[config.mk]
export PLATFORM = sky130hd
export DESIGN_NAME = ffha_cell
export DESIGN_NICKNAME = d
export VERILOG_FILES = /design/src/design/first_fit_heap_allocator_core_macros.svh /design/src/design/ffha_pkg.sv /design/src/design/ffha_cell.sv
export SDC_FILE = /design/constraint.sdc
export NUM_CORES = 1
export LEC_CHECK = 0
export BUFFER_PORTS_ARGS = -buffer_cell sky130_fd_sc_hd__buf_2
export CORE_MARGIN = 8
export CORE_UTILIZATION = 52
export DETAILED_ROUTE_END_ITERATION = 8
export PLACE_DENSITY = 0.86
export SLEW_MARGIN = 20
export SYNTH_ARGS = -nofsm -noshare
export SYNTH_HDL_FRONTEND = slang
export SYNTH_SLANG_ARGS = --single-unit
[constraint.sdc]
create_clock -name clk -period 4.4 [get_ports clk]
set_input_delay 0.66 -clock clk [delete_from_list [all_inputs] [get_ports clk]]
set_output_delay 0.66 -clock clk [all_outputs]
set_load 0.005 [all_outputs]
[src/design/first_fit_heap_allocator_core_macros.svh]
// Assertion helpers
`ifndef FIRST_FIT_HEAP_ALLOCATOR_CORE_MACROS_SVH
`define FIRST_FIT_HEAP_ALLOCATOR_CORE_MACROS_SVH

`define FFHA_ASSERT(label, prop, msg) \
  label: assert property (@(posedge clk) disable iff (rst) prop) else $error(msg);

`define FFHA_ASSERT_NEXT(label, pre, post, msg) \
  label: assert property (@(posedge clk) disable iff (rst) (pre) |=> (post)) else $error(msg);

`endif

[src/design/ffha_pkg.sv]
`default_nettype none
package ffha_pkg;
  localparam int MAX_BLOCKS   = 256;
  localparam int HEADER_BYTES = 8;
  localparam int PAD_BYTES    = 4;
  localparam int IDX_W        = $clog2(MAX_BLOCKS);
  localparam int CNT_W        = $clog2(MAX_BLOCKS + 1);

  localparam logic [1:0] ST_OK      = 2'd0;
  localparam logic [1:0] ST_ZERO    = 2'd1;
  localparam logic [1:0] ST_NOMEM   = 2'd2;
  localparam logic [1:0] ST_UNKNOWN = 2'd3;

  localparam logic REQ_ALLOC = 1'b0;
  localparam logic REQ_FREE  = 1'b1;

  localparam logic [1:0] REG_HEAP_START = 2'd0;
  localparam logic [1:0] REG_HEAP_LIMIT = 2'd1;

  typedef struct packed {
    logic        act;
    logic        hit;
    logic [31:0] start;
    logic [22:0] len;
  } scan_t;

  typedef struct packed {
    logic              kind;
    logic [22:0]       size;
    logic [31:0]       addr;
    logic [CNT_W-1:0]  count;
    logic              we;
    logic [IDX_W-1:0]  widx;
    logic [31:0]       wstart;
  } query_t;
endpackage
`default_nettype wire

[src/design/ffha_cell.sv]
`default_nettype none
module ffha_cell (
  input  wire logic                     clk,
  input  wire logic                     rst,
  input  wire logic [ffha_pkg::IDX_W-1:0] idx,
  input  wire ffha_pkg::query_t         q,
  input  wire ffha_pkg::scan_t          scan_in,
  output ffha_pkg::scan_t               scan_out
);
  logic [31:0] start;
  logic [22:0] len;
  logic        busy;
  logic        in_use;
  logic        fits;
  logic        match;

  assign in_use = {1'b0, idx} < q.count;
  assign fits = (q.kind == ffha_pkg::REQ_FREE)
              ? (start + 32'(ffha_pkg::HEADER_BYTES) == q.addr)
              : (!busy && len >= q.size);
  assign match = scan_in.act && !scan_in.hit && in_use && fits;

  always_ff @(posedge clk) begin
    if (rst) begin
      scan_out.act <= 1'b0;
    end else begin
      scan_out.act <= scan_in.act;
    end
    scan_out.hit   <= scan_in.hit | match;
    scan_out.start <= match ? start : scan_in.start;
    scan_out.len   <= match ? len : scan_in.len;
    if (q.we && q.widx == idx) begin
      start <= q.wstart;
      len   <= q.size;
      busy  <= 1'b1;
    end else if (match) begin
      busy <= (q.kind == ffha_pkg::REQ_ALLOC);
    end
  end
endmodule
`default_nettype wire
==> run summary <==
The run finished with clean final reports. The logs give 0.484 for the fraction of power consumed by the clock network and 10,300 µm² for the core box area. The run gives 4,521 as the number of vias after detailed routing.

The routed length per instance came out at 18.8 µm. The smallest clock period supported by the final layout is computed as 3.51 ns. The startpoint identified for the worst register-to-register timing path is start[6]. The final instance area is 7340 µm², and the clock buffer count from CTS is 17.

The logs give 0 for the total grt overflow and 0.52 ns for the clock latency at the later pin of the worst-skew pair. The layout overhead on the synthesized area was 33.7%; the total standard cell area after synthesis was 5490 µm². Clock-pin slew was measured on the worst setup and hold paths at 0.06 ns.

The number of I/O pins came out at 230. Number of global-route vias before repair: 5,059. Using the TritonRoute via totals, the vias-per-cell ratio works out to 5.33. The count of cells resized by post-cts repair came out at 0. The worst hold path begins at rst. Counting every net in the synthesized netlist gives 662. For this block, the initial DRC count from the detailed router was 248. CTS built an H-tree with a depth of 4.

The pin count of the biggest net entering global routing was 36; the post-synthesis instance total was 458. For this design the ratio of total power to cell area is 372 nW/µm². For the summed negative setup slack over all endpoints, the log shows 0 ns. The tree is rooted in a sky130_fd_sc_hd__clkbuf_8. Count of input and output buffers: 229. The run gives 37 as the number of placement rows. The end point of the most critical hold path was scan_out[56].

The final count of pins violating max slew came out at 0. The endpoint of the worst-slack reg-to-reg timing path is scan_out[19]. The share of the clock period used by the worst path is 0.798, and the sequential share of power is 0.423. The worst setup path category was reg2reg. Arrival time of the worst setup path: 3.90 ns. Once routing completed, OpenROAD measured the worst setup slack at 0.887 ns. During synthesis, Yosys emitted a total of 0 warnings. The run gives 0.224 as the total routing usage reported by global routing. The congestion estimate from routability-driven global placement came to 0.869. The floorplan step set the die height to 119 µm. The run gives 25.0 mm as the first-pass GRT wire length. The tools report the endpoint type of the worst setup path as a register.

The internal power of the cells totals 2.14 mW. The tools report the relative slew slack as 0.453. Setup repair after global routing left no endpoint under its margin. Timing analysis after detailed placement gives a worst setup slack of 0.547 ns.

Setup violations remaining at the end of the flow were counted as 0. The die outline area is 14,100 µm², and the number of clock sinks is 113. TritonCTS built the clock tree. In the routed design, unresolved DRC markers number 0. The first detailed-routing pass took 5 iterations. The number of buffers inserted by post-CTS setup repair was 0; the transition at the pin with the smallest max-transition slack was 0.820 ns. The number of flops mapped to enable cells by yosys is 55, and the depth of the worst hold-timing path is 2. The final design utilization came out at 0.714.

The final-layout worst hold slack came out at 0.281 ns. STA classifies the critical path startpoint as a register. In this run the static leakage power is 3.28 nW. The run gives 4 as the initial antenna violation count.

By area the synthesized netlist is led by sky130_fd_sc_hd__edfxtp_1, sky130_fd_sc_hd__dfxtp_1, sky130_fd_sc_hd__mux2_1, sky130_fd_sc_hd__ha_1, sky130_fd_sc_hd__xnor2_1. STA puts the critical path data required time at 4.79 ns. Counting along the longest clock path gives a buffer depth of 2. Class of the most critical hold timing path: in2reg.

After clock tree synthesis, the flow added hold-fix buffers numbering 0. The highest ir drop seen on vdd is 301 µV. The most instantiated library cell after synthesis is sky130_fd_sc_hd__dfxtp_1.

The count of antenna-violating nets left after detailed routing is 0. Initial cell density of the core: 0.534. The tools report the setup clock skew after layout as 0.00936 ns. The peak fanout along the critical path is 35.

For the number of violations of the max-capacitance limit, the log shows 0. The commonest cells after synthesis are sky130_fd_sc_hd__dfxtp_1, sky130_fd_sc_hd__edfxtp_1, sky130_fd_sc_hd__mux2_1, sky130_fd_sc_hd__inv_1, sky130_fd_sc_hd__ha_1. Counting distinct cell types in the post-synthesis netlist gives 57.

Dividing the synthesized area by the synthesized cell count gives 12.0 µm². The worst reg2reg path depth is 9. sky130_fd_sc_hd__edfxtp_1 takes more of the synthesized area than any other cell. Combinational power share: 0.094.

The net switching power was 0.590 mW; the chip width was 119 µm. The switching portion of total power is 0.216. 0 antenna diodes ended up in the layout. For this run, the leading register cell type out of synthesis is sky130_fd_sc_hd__dfxtp_1. For this run, the post-layout net count is 904.

The post-synthesis sequential area ratio is 0.512, and the top-area cell type share of the netlist area is 0.301. The share of final-layout standard cells stronger than drive strength 1 was 0.391; the area of placed instances was 6770 µm². Static timing analysis puts the maximum clock frequency at 0.285 GHz. The sum of net half-perimeters after detailed placement came out at 12.7 mm.

The count of final hold-check violations was 0; the total length of routed wires was 16.0 mm. For flop-to-flop paths, the worst setup slack is 0.89 ns. In this run, synthesis produced a sequential element count of 113. Post-synthesis async set-or-reset flop share: 0.
==> worst max-delay path by stage <==
| stage | startpoint | to | slack [ns] | cells past startpoint |
|---|---|---|---|---|
| floorplan | q[47] | scan_out[38] | 1.27 | 12 |
| global placement | idx[6] | scan_out[34] | 0.79 | 11 |
| detailed placement | idx[6] | scan_out[32] | 0.55 | 11 |
| CTS | start[3] | scan_out[19] | 0.84 | 10 |
| global route | start[3] | scan_out[19] | 0.66 | 10 |
| finish | start[6] | scan_out[19] | 0.89 | 9 |
==> registers in the layout, indices dropped and copies added (netlist names) <==
| name | count |
|---|---|
| len | 23 |
| scan_out | 57 |
| start | 32 |
| busy | 1 |
==> layout by cell type (no fill, tap or decap), types with 5 or more instances in the layout <==
cell	instances
sky130_fd_sc_hd__a21oi_1	14
sky130_fd_sc_hd__a31oi_1	5
sky130_fd_sc_hd__and3_1	5
sky130_fd_sc_hd__buf_2	229
sky130_fd_sc_hd__clkbuf_16	16
sky130_fd_sc_hd__clkinv_2	5
sky130_fd_sc_hd__dfxtp_1	58
sky130_fd_sc_hd__edfxtp_1	55
sky130_fd_sc_hd__ha_1	31
sky130_fd_sc_hd__inv_1	35
sky130_fd_sc_hd__mux2_1	45
sky130_fd_sc_hd__mux2_2	11
sky130_fd_sc_hd__nand2_1	21
sky130_fd_sc_hd__nand3_1	14
sky130_fd_sc_hd__nand4_1	10
sky130_fd_sc_hd__nor2_1	19
sky130_fd_sc_hd__nor2b_1	6
sky130_fd_sc_hd__nor3_1	5
sky130_fd_sc_hd__o21ai_0	6
sky130_fd_sc_hd__xnor2_1	29
sky130_fd_sc_hd__xor2_1	18
==> logic make-up after synthesis <==
kind of cell | after synthesis | share of synthesized area
XOR/XNOR | 47 | 0.0750
AO/OA/AOI/OAI | 54 | 0.0688
multiplexers | 57 | 0.117
buffers and inverters | 44 | 0.0367
flip-flops | 113 | 0.512
adder cells (fa/ha/maj) | 31 | 0.0707
AND/OR/NAND/NOR | 112 | 0.120
==> power by group through the flow <==
stage / sequential (mW) / clock, mW / combinational, mW
2_1_floorplan: 1.18 / 0 / 0.103
3_3_place_gp: 1.17 / 0 / 0.240
3_5_place_dp: 1.17 / 0 / 0.254
4_1_cts: 1.15 / 1.34 / 0.258
5_1_grt: 1.16 / 1.38 / 0.283
6_report: 1.15 / 1.32 / 0.255
==> worst max-delay path: stages (launching register included) <==
cell and delay [ns]:
sky130_fd_sc_hd__edfxtp_1 0.56, sky130_fd_sc_hd__nand4_4 0.23, sky130_fd_sc_hd__nor4_4 0.48, sky130_fd_sc_hd__nand3_2 0.17, sky130_fd_sc_hd__or4b_1 0.49, sky130_fd_sc_hd__a31oi_1 0.15, sky130_fd_sc_hd__o32ai_1 0.16, sky130_fd_sc_hd__o31ai_4 0.28
sky130_fd_sc_hd__buf_4 0.45, sky130_fd_sc_hd__mux2_1 0.40
==> stage by stage <==
| stage | instances | total power, mW |
|---|---|---|
| global placement | 817 | 1.41 |
| detailed placement | 817 | 1.43 |
| global route | 849 | 2.82 |
| finish | 849 | 2.73 |
| CTS | 849 | 2.75 |
| floorplan | 458 | 1.28 |
==> layer usage <==
layer  routed length (µm)  up-vias  global-route usage
li1                     -     2168                   -
met1                 5780     2124               0.215
met2                 8240      190               0.404
met3                 1590       31               0.113
met4                  302        8              0.0806
met5                   44        -                   0
==> area by class of cell <==
cell class	count	area [µm²]
Clock buffer	21	429
Clock inverter	11	139
Tap cell	136	170
Multi-Input combinational cell	301	2490
Inverter	35	131
Timing Repair Buffer	232	1170
Sequential cell	113	2810
Fill cell	779	2940
Note: power is estimated with default switching activity, not from simulation.
